===== src/sprite_quad_vertex_transform_macros.svh =====
// ----------------------------------------------------------------------------
// sprite quad vertex transform assertion macros
// shared concurrent assertion wrappers for the block's rtl
// ----------------------------------------------------------------------------
`ifndef SPRITE_QUAD_VERTEX_TRANSFORM_MACROS_SVH
`define SPRITE_QUAD_VERTEX_TRANSFORM_MACROS_SVH

// checked only outside reset
`define SVT_ASSERT(name, clk, rst, prop, msg) \
   name: assert property (@(posedge clk) disable iff (rst) (prop)) else $error(msg);

// checked at every edge, reset included
`define SVT_ASSERT_ALWAYS(name, clk, prop, msg) \
   name: assert property (@(posedge clk) (prop)) else $error(msg);

`endif


===== src/svt_pkg.sv =====
// ----------------------------------------------------------------------------
// svt_pkg
// widths, codes, arctangent table and helpers of the sprite quad transform
// ----------------------------------------------------------------------------
package svt_pkg;

   // field widths
   localparam int POS_W      = 24;
   localparam int SCALE_W    = 16;
   localparam int ANGLE_W    = 16;
   localparam int ACT_W      = 2;
   localparam int SIZE_W     = 12;
   localparam int MODE_W     = 2;
   localparam int CSR_ADDR_W = 2;
   localparam int CORNERS    = 4;
   localparam int OUT_W      = 2 * CORNERS * POS_W;

   // internal widths
   localparam int OFS_W     = SIZE_W + 1;           // edge offset in pixels
   localparam int SOFS_W    = OFS_W + SCALE_W;      // scaled or shifted offset
   localparam int CORD_W    = 32;                   // cordic q2.30 datapath
   localparam int TRIG_FRAC = 14;
   localparam int TRIG_W    = CORD_W + 1 - 16;      // rounded cos / sin
   localparam int PROD_W    = SOFS_W + TRIG_W;      // offset times trig
   localparam int RT_W      = PROD_W + 1 - TRIG_FRAC;
   localparam int SUM_W     = RT_W + 2;
   localparam int ATAN_N    = 24;
   localparam int ATAN_IDX_W = 5;

   // action codes
   localparam logic [ACT_W-1:0] ACT_MOVE   = 2'd0;
   localparam logic [ACT_W-1:0] ACT_SCALE  = 2'd1;
   localparam logic [ACT_W-1:0] ACT_ROTATE = 2'd2;

   // anchor mode codes
   localparam logic [MODE_W-1:0] MODE_START  = 2'd0;
   localparam logic [MODE_W-1:0] MODE_CENTER = 2'd1;
   localparam logic [MODE_W-1:0] MODE_END    = 2'd2;

   // register indexes
   localparam logic [CSR_ADDR_W-1:0] CSR_WIDTH  = 2'd0;
   localparam logic [CSR_ADDR_W-1:0] CSR_HEIGHT = 2'd1;
   localparam logic [CSR_ADDR_W-1:0] CSR_XMODE  = 2'd2;
   localparam logic [CSR_ADDR_W-1:0] CSR_YMODE  = 2'd3;

   // cordic start value (inverse gain) and rounding constants
   localparam logic signed [CORD_W-1:0] CORDIC_GAIN = 32'sd652032874;
   localparam logic signed [CORD_W:0]   TRIG_HALF   = 33'sd32768;
   localparam logic signed [PROD_W:0]   PROD_HALF   = 47'sd8192;
   localparam logic signed [SUM_W-1:0]  SUM_POS_MAX = 35'sd8388607;
   localparam logic signed [SUM_W-1:0]  SUM_POS_MIN = -35'sd8388608;

   // item data that rides alongside the cordic
   typedef struct packed {
      logic                     rot;
      logic signed [POS_W-1:0]  px;
      logic signed [POS_W-1:0]  py;
      logic signed [SOFS_W-1:0] u0;
      logic signed [SOFS_W-1:0] u1;
      logic signed [SOFS_W-1:0] v0;
      logic signed [SOFS_W-1:0] v1;
   } svt_side_type;

   // arctangent of 2^-i in 2^-32 turn units
   function automatic logic [CORD_W-1:0] atan_turn(input logic [ATAN_IDX_W-1:0] idx);
      logic [CORD_W-1:0] r;
      case (idx)
         5'd0:    r = 32'h20000000;
         5'd1:    r = 32'h12E4051D;
         5'd2:    r = 32'h09FB385B;
         5'd3:    r = 32'h051111D4;
         5'd4:    r = 32'h028B0D43;
         5'd5:    r = 32'h0145D7E1;
         5'd6:    r = 32'h00A2F61E;
         5'd7:    r = 32'h00517C55;
         5'd8:    r = 32'h0028BE53;
         5'd9:    r = 32'h00145F2F;
         5'd10:   r = 32'h000A2F98;
         5'd11:   r = 32'h000517CC;
         5'd12:   r = 32'h00028BE6;
         5'd13:   r = 32'h000145F3;
         5'd14:   r = 32'h0000A2F9;
         5'd15:   r = 32'h0000517C;
         5'd16:   r = 32'h000028BE;
         5'd17:   r = 32'h0000145F;
         5'd18:   r = 32'h00000A2F;
         5'd19:   r = 32'h00000517;
         5'd20:   r = 32'h0000028B;
         5'd21:   r = 32'h00000145;
         5'd22:   r = 32'h000000A2;
         5'd23:   r = 32'h00000051;
         default: r = '0;
      endcase
      return r;
   endfunction

   // clamp a wide sum to the signed 24 bit coordinate range
   function automatic logic [POS_W-1:0] sat_pos(input logic signed [SUM_W-1:0] v);
      logic [POS_W-1:0] r;
      if (v > SUM_POS_MAX) begin
         r = SUM_POS_MAX[POS_W-1:0];
      end else if (v < SUM_POS_MIN) begin
         r = SUM_POS_MIN[POS_W-1:0];
      end else begin
         r = v[POS_W-1:0];
      end
      return r;
   endfunction

endpackage


===== src/svt_prep.sv =====
// ----------------------------------------------------------------------------
// svt_prep
// config registers, edge offsets, angle folding and offset scaling (2 stages)
// ----------------------------------------------------------------------------
module svt_prep #(
   parameter int FRAC_BITS = 8
) (
   input  logic                                  clock,
   input  logic                                  reset,
   // register writes
   input  logic                                  csr_we,
   input  logic [svt_pkg::CSR_ADDR_W-1:0]        csr_addr,
   input  logic [svt_pkg::SIZE_W-1:0]            csr_wdata,
   // incoming words
   input  logic                                  in_valid,
   output logic                                  in_ready,
   input  logic [svt_pkg::ACT_W-1:0]             in_action,
   input  logic signed [svt_pkg::POS_W-1:0]      in_pos_x,
   input  logic signed [svt_pkg::POS_W-1:0]      in_pos_y,
   input  logic signed [svt_pkg::SCALE_W-1:0]    in_scale_x,
   input  logic signed [svt_pkg::SCALE_W-1:0]    in_scale_y,
   input  logic [svt_pkg::ANGLE_W-1:0]           in_angle,
   // to the cordic
   output logic                                  out_valid,
   input  logic                                  out_ready,
   output svt_pkg::svt_side_type                 out_side,
   output logic signed [svt_pkg::CORD_W-1:0]     out_z,
   output logic                                  out_flip
);

   // configuration registers
   logic [svt_pkg::SIZE_W-1:0] width_ff;
   logic [svt_pkg::SIZE_W-1:0] height_ff;
   logic [svt_pkg::MODE_W-1:0] xmode_ff;
   logic [svt_pkg::MODE_W-1:0] ymode_ff;

   always_ff @(posedge clock) begin
      if (reset) begin
         width_ff  <= '0;
         height_ff <= '0;
         xmode_ff  <= svt_pkg::MODE_START;
         ymode_ff  <= svt_pkg::MODE_START;
      end else if (csr_we) begin
         case (csr_addr)
            svt_pkg::CSR_WIDTH:  width_ff  <= csr_wdata;
            svt_pkg::CSR_HEIGHT: height_ff <= csr_wdata;
            svt_pkg::CSR_XMODE:  xmode_ff  <= csr_wdata[svt_pkg::MODE_W-1:0];
            svt_pkg::CSR_YMODE:  ymode_ff  <= csr_wdata[svt_pkg::MODE_W-1:0];
            default: ;
         endcase
      end
   end

   // anchor offsets inside the sprite
   logic [svt_pkg::SIZE_W-1:0] ox;
   logic [svt_pkg::SIZE_W-1:0] oy;

   always_comb begin
      case (xmode_ff)
         svt_pkg::MODE_CENTER: ox = width_ff >> 1;
         svt_pkg::MODE_END:    ox = width_ff;
         default:              ox = '0;
      endcase
      case (ymode_ff)
         svt_pkg::MODE_CENTER: oy = height_ff >> 1;
         svt_pkg::MODE_END:    oy = height_ff;
         default:              oy = '0;
      endcase
   end

   // stage handshake
   logic v1_ff;
   logic v2_ff;
   logic en1;
   logic en2;

   assign en2      = !v2_ff || out_ready;
   assign en1      = !v1_ff || en2;
   assign in_ready = en1;

   // stage 1 next values: offsets, action decode, folded angle
   logic signed [svt_pkg::OFS_W-1:0]  u0_in, u1_in, v0_in, v1_in;
   logic                              scl_in, rot_in, flip_in;
   logic signed [svt_pkg::CORD_W-1:0] z_in;

   always_comb begin
      u0_in   = $signed(svt_pkg::OFS_W'(0) - {1'b0, ox});
      u1_in   = $signed({1'b0, width_ff} - {1'b0, ox});
      v0_in   = $signed(svt_pkg::OFS_W'(0) - {1'b0, oy});
      v1_in   = $signed({1'b0, height_ff} - {1'b0, oy});
      scl_in  = (in_action == svt_pkg::ACT_SCALE) || (in_action == svt_pkg::ACT_ROTATE);
      rot_in  = (in_action == svt_pkg::ACT_ROTATE);
      // second or third quarter turn: step back half a turn, negate later
      flip_in = in_angle[svt_pkg::ANGLE_W-1] ^ in_angle[svt_pkg::ANGLE_W-2];
      z_in    = $signed({in_angle[svt_pkg::ANGLE_W-1] ^ flip_in,
                         in_angle[svt_pkg::ANGLE_W-2:0],
                         {(svt_pkg::CORD_W - svt_pkg::ANGLE_W){1'b0}}});
   end

   // stage 1 registers
   logic signed [svt_pkg::OFS_W-1:0]   s1_u0_ff, s1_u1_ff, s1_v0_ff, s1_v1_ff;
   logic signed [svt_pkg::SCALE_W-1:0] s1_sx_ff, s1_sy_ff;
   logic signed [svt_pkg::POS_W-1:0]   s1_px_ff, s1_py_ff;
   logic                               s1_scl_ff, s1_rot_ff, s1_flip_ff;
   logic signed [svt_pkg::CORD_W-1:0]  s1_z_ff;

   always_ff @(posedge clock) begin
      if (reset) begin
         v1_ff <= 1'b0;
      end else if (en1) begin
         v1_ff <= in_valid;
      end
   end

   always_ff @(posedge clock) begin
      if (en1) begin
         s1_u0_ff   <= u0_in;
         s1_u1_ff   <= u1_in;
         s1_v0_ff   <= v0_in;
         s1_v1_ff   <= v1_in;
         s1_sx_ff   <= in_scale_x;
         s1_sy_ff   <= in_scale_y;
         s1_px_ff   <= in_pos_x;
         s1_py_ff   <= in_pos_y;
         s1_scl_ff  <= scl_in;
         s1_rot_ff  <= rot_in;
         s1_flip_ff <= flip_in;
         s1_z_ff    <= z_in;
      end
   end

   // stage 2 next values: scale by the item's factors or shift to fixed point
   logic signed [svt_pkg::SOFS_W-1:0] u0_sc, u1_sc, v0_sc, v1_sc;

   always_comb begin
      if (s1_scl_ff) begin
         u0_sc = s1_u0_ff * s1_sx_ff;
         u1_sc = s1_u1_ff * s1_sx_ff;
         v0_sc = s1_v0_ff * s1_sy_ff;
         v1_sc = s1_v1_ff * s1_sy_ff;
      end else begin
         u0_sc = svt_pkg::SOFS_W'(s1_u0_ff) <<< FRAC_BITS;
         u1_sc = svt_pkg::SOFS_W'(s1_u1_ff) <<< FRAC_BITS;
         v0_sc = svt_pkg::SOFS_W'(s1_v0_ff) <<< FRAC_BITS;
         v1_sc = svt_pkg::SOFS_W'(s1_v1_ff) <<< FRAC_BITS;
      end
   end

   // stage 2 registers
   svt_pkg::svt_side_type             s2_side_ff;
   logic signed [svt_pkg::CORD_W-1:0] s2_z_ff;
   logic                              s2_flip_ff;

   always_ff @(posedge clock) begin
      if (reset) begin
         v2_ff <= 1'b0;
      end else if (en2) begin
         v2_ff <= v1_ff;
      end
   end

   always_ff @(posedge clock) begin
      if (en2) begin
         s2_side_ff.rot <= s1_rot_ff;
         s2_side_ff.px  <= s1_px_ff;
         s2_side_ff.py  <= s1_py_ff;
         s2_side_ff.u0  <= u0_sc;
         s2_side_ff.u1  <= u1_sc;
         s2_side_ff.v0  <= v0_sc;
         s2_side_ff.v1  <= v1_sc;
         s2_z_ff        <= s1_z_ff;
         s2_flip_ff     <= s1_flip_ff;
      end
   end

   assign out_valid = v2_ff;
   assign out_side  = s2_side_ff;
   assign out_z     = s2_z_ff;
   assign out_flip  = s2_flip_ff;

endmodule


===== config.mk =====
export PLATFORM = sky130hd
export DESIGN_NAME = svt_prep
export DESIGN_NICKNAME = d
export VERILOG_FILES = /design/src/sprite_quad_vertex_transform_macros.svh /design/src/svt_pkg.sv /design/src/svt_prep.sv
export SDC_FILE = /design/constraint.sdc
export NUM_CORES = 2
export LEC_CHECK = 0
export BUFFER_PORTS_ARGS = -buffer_cell sky130_fd_sc_hd__buf_4
export CORE_MARGIN = 5
export CORE_UTILIZATION = 35
export CTS_BUF_LIST = sky130_fd_sc_hd__clkbuf_4
export DETAILED_ROUTE_END_ITERATION = 12
export PLACE_DENSITY = 0.58
export SYNTH_ARGS = -nofsm -noshare
export SYNTH_HDL_FRONTEND = slang
export SYNTH_SLANG_ARGS = --single-unit

===== constraint.sdc =====
create_clock -name clock -period 7.92 [get_ports clock]
set_input_delay 0.396 -clock clock [delete_from_list [all_inputs] [get_ports clock]]
set_output_delay 0.396 -clock clock [all_outputs]
set_load 0.05 [all_outputs]

* Word-level counts from Yosys, hierarchy flattened *
Index checks and enable logic that the tools add are counted.
W data, S select, Z words.

cells by class
  add/subtract/negate cells = 4
  multipliers = 4
  div/mod/pow operators = 0
  $lt $le $gt $ge = 0
  equal/unequal tests = 9
  shifts and indexed selects = 0
  mux-type cells = 6
  bitwise operators = 2
  reductions and logical operators = 10

operator list
  cell                     count
  $mul A13 B16 Y29         4
  $mux W29                 4
  $pmux W12 S2             2
  $sub A1 B12 Y13 const A  2
  $sub A12 B12 Y13         2
  $eq A2 B2 Y1 const B     5
  $eq A2 B1 Y1 const B     4
  $reduce_and A2 Y1        4
  $logic_or A1 B1 Y1       3
  $logic_not A1 Y1         2
  $logic_not A2 Y1         1
  $xor A1 B1 Y1            2

word-level totals
  flip-flop bits (word level) = 363
  bits in latches = 0
  RAM bits = 0
  memory bits (read-only) = 0
  input port bits = 117
  memories kept = 0

* Longest topological paths before layout *
  word-level depth = 3
  gate-level depth with buffers = 24
  depth with buffers taken out = 22

* Worst setup path before layout *
No wires, ideal clock.

  path type = reg2reg
  start point = reg s1_sx_ff[15] in the netlist's numbering
  end point = reg s2_side_ff, in the netlist out_side[85], data pin
  arrival = 5.699 ns
  data required time = 7.666 ns
  slack = 1.968 ns
  cell stages (with the launch flop) = 21
  path through = edfxtp_1 clkbuf_1 clkbuf_1 nand2_1 fa_1 fa_1 inv_1 fa_1 fa_1 fa_1 ha_1 ha_1 a21oi_1 o21ai_1 nor3_1 o21ai_0 a211o_1 a31oi_1 o21ai_1 xor2_1 a21o_1

on the way
  word-level cells in the longest chain between the ends = 2

RTL lines
  item                    RTL line         text
  from (decl)             svt_prep.sv:102  logic signed [svt_pkg::SCALE_W-1:0] s1_sx_ff, s1_sy_ff;
  from (signal assigned)  svt_prep.sv:121  s1_sx_ff <= in_scale_x;
  $mul A13 B16 Y29        svt_prep.sv:138  u1_sc = s1_u1_ff * s1_sx_ff;
  $mux W29                svt_prep.sv:136  if (s1_scl_ff) begin
  net u1_sc, one bit      svt_prep.sv:133  logic signed [svt_pkg::SOFS_W-1:0] u0_sc, u1_sc, v0_sc, v1_sc;
  to (decl)               svt_prep.sv:150  svt_pkg::svt_side_type s2_side_ff;

The timed path passes the listed nets, and every way through them passes these cells.
A chain may end at the register's enable or synchronous reset.

* Final worst setup path *
  start point = reg s1_sx_ff[2] in the netlist's numbering
  end point = reg s2_side_ff, in the netlist out_side[114], data pin

on the way
  word-level cells in the longest chain between the ends = 2

RTL lines
  item                RTL line         text
  $mul A13 B16 Y29    svt_prep.sv:137  u0_sc = s1_u0_ff * s1_sx_ff;
  $mux W29            svt_prep.sv:136
  net u0_sc, one bit  svt_prep.sv:133

The timed path passes the listed nets, and every way through them passes these cells.

==> reports/qor.tcl <==
set qor(syn_area_um2) 44000
set qor(globalRoute.totalOverflow) 0
set qor(rr_startpoint) {s1_sx_ff[2]$_DFFE_PP_}
set qor(tightestPinTransition_ps) 1250
set qor(cellLeakagePower_nw) 25.5
set qor(report.final.hold_viol_count) 0
set qor(setup_tns_ps) 0
set qor(overall_die_width_um) 365
set qor(path_max_fanout) 26
set qor(clock_skew_ps) 84.5
set qor(cts_max_level) 3
set qor(ys_top_cells_by_count) {839 x sky130_fd_sc_hd__inv_1, 782 x sky130_fd_sc_hd__fa_1, 513 x sky130_fd_sc_hd__nand2_1}
set qor(cts-root-buf) {sky130_fd_sc_hd__clkbuf_4}
set qor(nNetsFinal) 5907
set qor(top_level_port_count) 317
set qor(clkLatencyLatePin_ps) 1000
set qor(power_density_nw_per_um2) 270
set qor(layout-area-overhead-vs-synth_pct) 17.0
set qor(timing.critical_path.from_type) {flop}
set qor(synth_sequential_area_ratio) 0.241
set qor(dominant_cell_by_count_in_the_synthesized_netlist) {sky130_fd_sc_hd__inv_1}
set qor(max-vdd-ir-drop_mv) 0.244
set qor(iteration_0_drc_count_of_the_detailed_router) 1361
set qor(maxCapViolCount) 0
set qor(grt_max_degree) 132
set qor(layout-drive-gt1-share) 0.124
set qor(worstHoldPathType) {in2reg}
set qor(post-route-period-util) 0.841
set qor(die_area_um2) 133000
set qor(postSynth.asyncResetShare) 0
set qor(timing.critical_path.cells) {and2_1, fa_1, inv_1, fa_1, inv_1, ha_1, ha_1, inv_1, fa_1, inv_1, ha_1, ha_1, fa_1, a21o_1, a211oi_1, o21ai_1, nand2_1, o211ai_2, a21oi_2, o211ai_1, mux2i_1, or3_1}
set qor(unrepaired_setup_endpoints_after_global_routing) {no}
set qor(port-buffer-count) 300
set qor(cts_tree) {yes}
set qor(antenna_left) 0
set qor(max-slew-margin-rel) 0.166
set qor(floorplan.die.height_um) 365
set qor(hold_path.startpoint) {in_scale_y[0]}
set qor(synth_ff_type) {sky130_fd_sc_hd__edfxtp_1}
set qor(worst_ep_arrival_time_ps) 7350
set qor(first_global_vias) 32700
set qor(synth_cells) 4191
set qor(slowest_delay_ps) 1000
set qor(gp_congestion) 0.806
set qor(cp-startpoint) {s1_sx_ff[2]$_DFFE_PP_}
set qor(grt.total_usage) 0.172
set qor(num_rows) 130
set qor(critical-path-slowest-cell) {sky130_fd_sc_hd__edfxtp_1}
set qor(post-synth-top-area-fraction) 0.356
set qor(dr_total_vias) 29900
set qor(cts_sinks) 363
set qor(drc_errors) 0
set qor(required_ps) 8610
set qor(detailed_place_hpwl_um) 85000
set qor(result_of_the_run) {complete, no violations}
set qor(synth_top_area_cell) {sky130_fd_sc_hd__fa_1}
set qor(routed_wl_per_cell_um) 17.2
set qor(finalMaxSlewViolations) 0
set qor(yosys_warnings) 0
set qor(totalPowerFinal_mw) 13.9
set qor(floorplan.initialDensity) 0.351
set qor(core_region_area_um2) 125000
set qor(cts_inserted_buffers) 108
set qor(multiInputGateArea_um2) 29600
set qor(synth_cell_type_count) 74
set qor(synth-seq-cells) 363
set qor(nFillCells) 12200
set qor(clk_pin_slew_worst_paths_ps) 70
set qor(drt-total-wl_um) 111000
set qor(crit_path_end_kind) {flop}
set qor(vias_per_cell) 4.65
set qor(sequential_cell_area_um2) 10600
set qor(finalWorstPathRequiredPeriod_ps) 6660
set qor(synth_top_cells_by_area) {sky130_fd_sc_hd__fa_1 36%, sky130_fd_sc_hd__edfxtp_1 23%, sky130_fd_sc_hd__ha_1 9.1%, sky130_fd_sc_hd__inv_1 7.2%, sky130_fd_sc_hd__and2_1 5.3%}
set qor(avgSynthCellArea_um2) 10.5
set qor(maximum_root_to_sink_buffer_count) 3
set qor(synth-edff-count) 333
set qor(fmax_ghz) 0.150
set qor(timing.final.setup_violations) 0
set qor(critical_path_class) {reg2reg}
set qor(firstDrtPassIters) 5
set qor(grt_first_pass_wirelength_um) 181000
set qor(grt_antenna_before_repair) 18
area by class of cell:
type | instances | share of cell area
Sequential cell | 363 | 0.206
Clock buffer | 155 | 0.0226
Tap cell | 1650 | 0.0401
Antenna cell | 12 | 0.000583
Clock inverter | 38 | 0.00386
Multi-Input combinational cell | 2826 | 0.575
Inverter | 839 | 0.0613
Timing Repair Buffer | 549 | 0.0908
metal layers:
metal | up-vias | GRT usage | share of wire
met2 | 687 | 0.271 | 0.45
met1 | 15100 | 0.245 | 0.47
li1 | 14000 | - | -
met4 | 10 | 0.0459 | 0.020
met3 | 136 | 0.0331 | 0.059
met5 | - | 0 | 0.00059
power by group:
part           leakage (nW)  internal, mW  switching (mW)
Sequential             3.93          2.52           0.261
Clock                 0.817         0.908           0.913
Combinational          20.7          4.01            5.31
path summary, 6_finish.rpt:
path	to	slack, ps	cells after the start
hold reg to reg	out_z[24]$_DFFE_PP_	400	0
setup / recovery	out_side[114]$_DFFE_PP_	1260	22
hold / removal	s1_sy_ff[0]$_DFFE_PP_	180	2
setup reg to reg	out_side[114]$_DFFE_PP_	1260	22
metrics by stage:
stage / hold WS (ps) / instances / util / worst slack [ps] / cell area (µm²)
2_1_floorplan: 400 / 4206 / - / 1970 / 44100
5_1_grt: 47.0 / 6425 / 0.411 / 895 / 51500
3_3_place_gp: 400 / 6012 / 0.383 / 1370 / 47900
4_1_cts: 0.425 / 6420 / 0.411 / 1290 / 51400
6_report: 177 / 6432 / 0.411 / 1260 / 51500
3_5_place_dp: 405 / 6012 / 0.383 / 1320 / 47900
sequential cells by signal (all words and copies together) (netlist names):
register,count
height_ff,12
out_flip,1
out_side,165
out_valid,1
out_z,16
s1_flip_ff,1
s1_px_ff,24
s1_py_ff,24
s1_rot_ff,1
s1_scl_ff,1
s1_sx_ff,16
s1_sy_ff,16
s1_u0_ff,13
s1_u1_ff,13
s1_v0_ff,13
s1_v1_ff,13
s1_z_ff,16
v1_ff,1
width_ff,12
xmode_ff,2
ymode_ff,2
worst max-delay path, delay by kind of cell (launching register included):
family / cells / cell delay (ps)
compound gates: 6 / 1410
buf+inv: 4 / 230
simple gates: 3 / 750
mux: 1 / 140
flops: 1 / 1000
fa+ha+maj: 8 / 2790
placed cells by master, fill, tap and decap left out, types with 6 or more instances in the layout:
master                          instances
sky130_fd_sc_hd__buf_4                333
sky130_fd_sc_hd__clkinv_1              21
sky130_fd_sc_hd__diode_2               12
sky130_fd_sc_hd__and2_1               370
sky130_fd_sc_hd__clkbuf_4             155
sky130_fd_sc_hd__a21o_1                62
sky130_fd_sc_hd__ha_1                 321
sky130_fd_sc_hd__nand4_1               10
sky130_fd_sc_hd__xor2_1                46
sky130_fd_sc_hd__o21a_1                 6
sky130_fd_sc_hd__nor3_1                22
sky130_fd_sc_hd__or2_2                  8
sky130_fd_sc_hd__a22oi_1               20
sky130_fd_sc_hd__nor2b_1               15
sky130_fd_sc_hd__fa_1                 782
sky130_fd_sc_hd__nor2_1               153
sky130_fd_sc_hd__a211oi_1               8
sky130_fd_sc_hd__edfxtp_1             333
sky130_fd_sc_hd__clkinv_2              10
sky130_fd_sc_hd__mux2_2                42
sky130_fd_sc_hd__conb_1                16
sky130_fd_sc_hd__nand2_1              512
sky130_fd_sc_hd__o21bai_1              11
sky130_fd_sc_hd__and3_1                17
sky130_fd_sc_hd__xnor2_1              102
sky130_fd_sc_hd__dfxtp_1               30
sky130_fd_sc_hd__a21oi_1               79
sky130_fd_sc_hd__dlygate4sd3_1        215
sky130_fd_sc_hd__inv_1                838
sky130_fd_sc_hd__a21boi_1               8
sky130_fd_sc_hd__or3_1                  7
sky130_fd_sc_hd__o21ai_0               35
sky130_fd_sc_hd__a31oi_1               10
sky130_fd_sc_hd__nand2b_1              20
sky130_fd_sc_hd__mux2i_1               19
sky130_fd_sc_hd__o21ai_1               29
sky130_fd_sc_hd__nand3_1               19
cell families (layout without fill, tap and decap cells):
logic type	after synthesis	after routing	synth area share
other	1	28	0.0000852
XOR/XNOR	148	148	0.0295
AO/OA/AOI/OAI	326	326	0.0504
flip-flops	363	363	0.241
buffers and inverters	1017	1581	0.0882
multiplexers	61	61	0.0151
AND/OR/NAND/NOR	1172	1172	0.129
adder cells (fa/ha/maj)	1103	1103	0.447
what timing repair did:
| action | 4_1_cts | 5_1_grt |
|---|---|---|
| resized for setup | 0 | 0 |
| buffers inserted | 0 | 0 |
| endpoints found under the hold margin | 129 | 0 |
| hold buffers | 215 | 0 |
No activity file was read; power rests on OpenSTA's default activity.
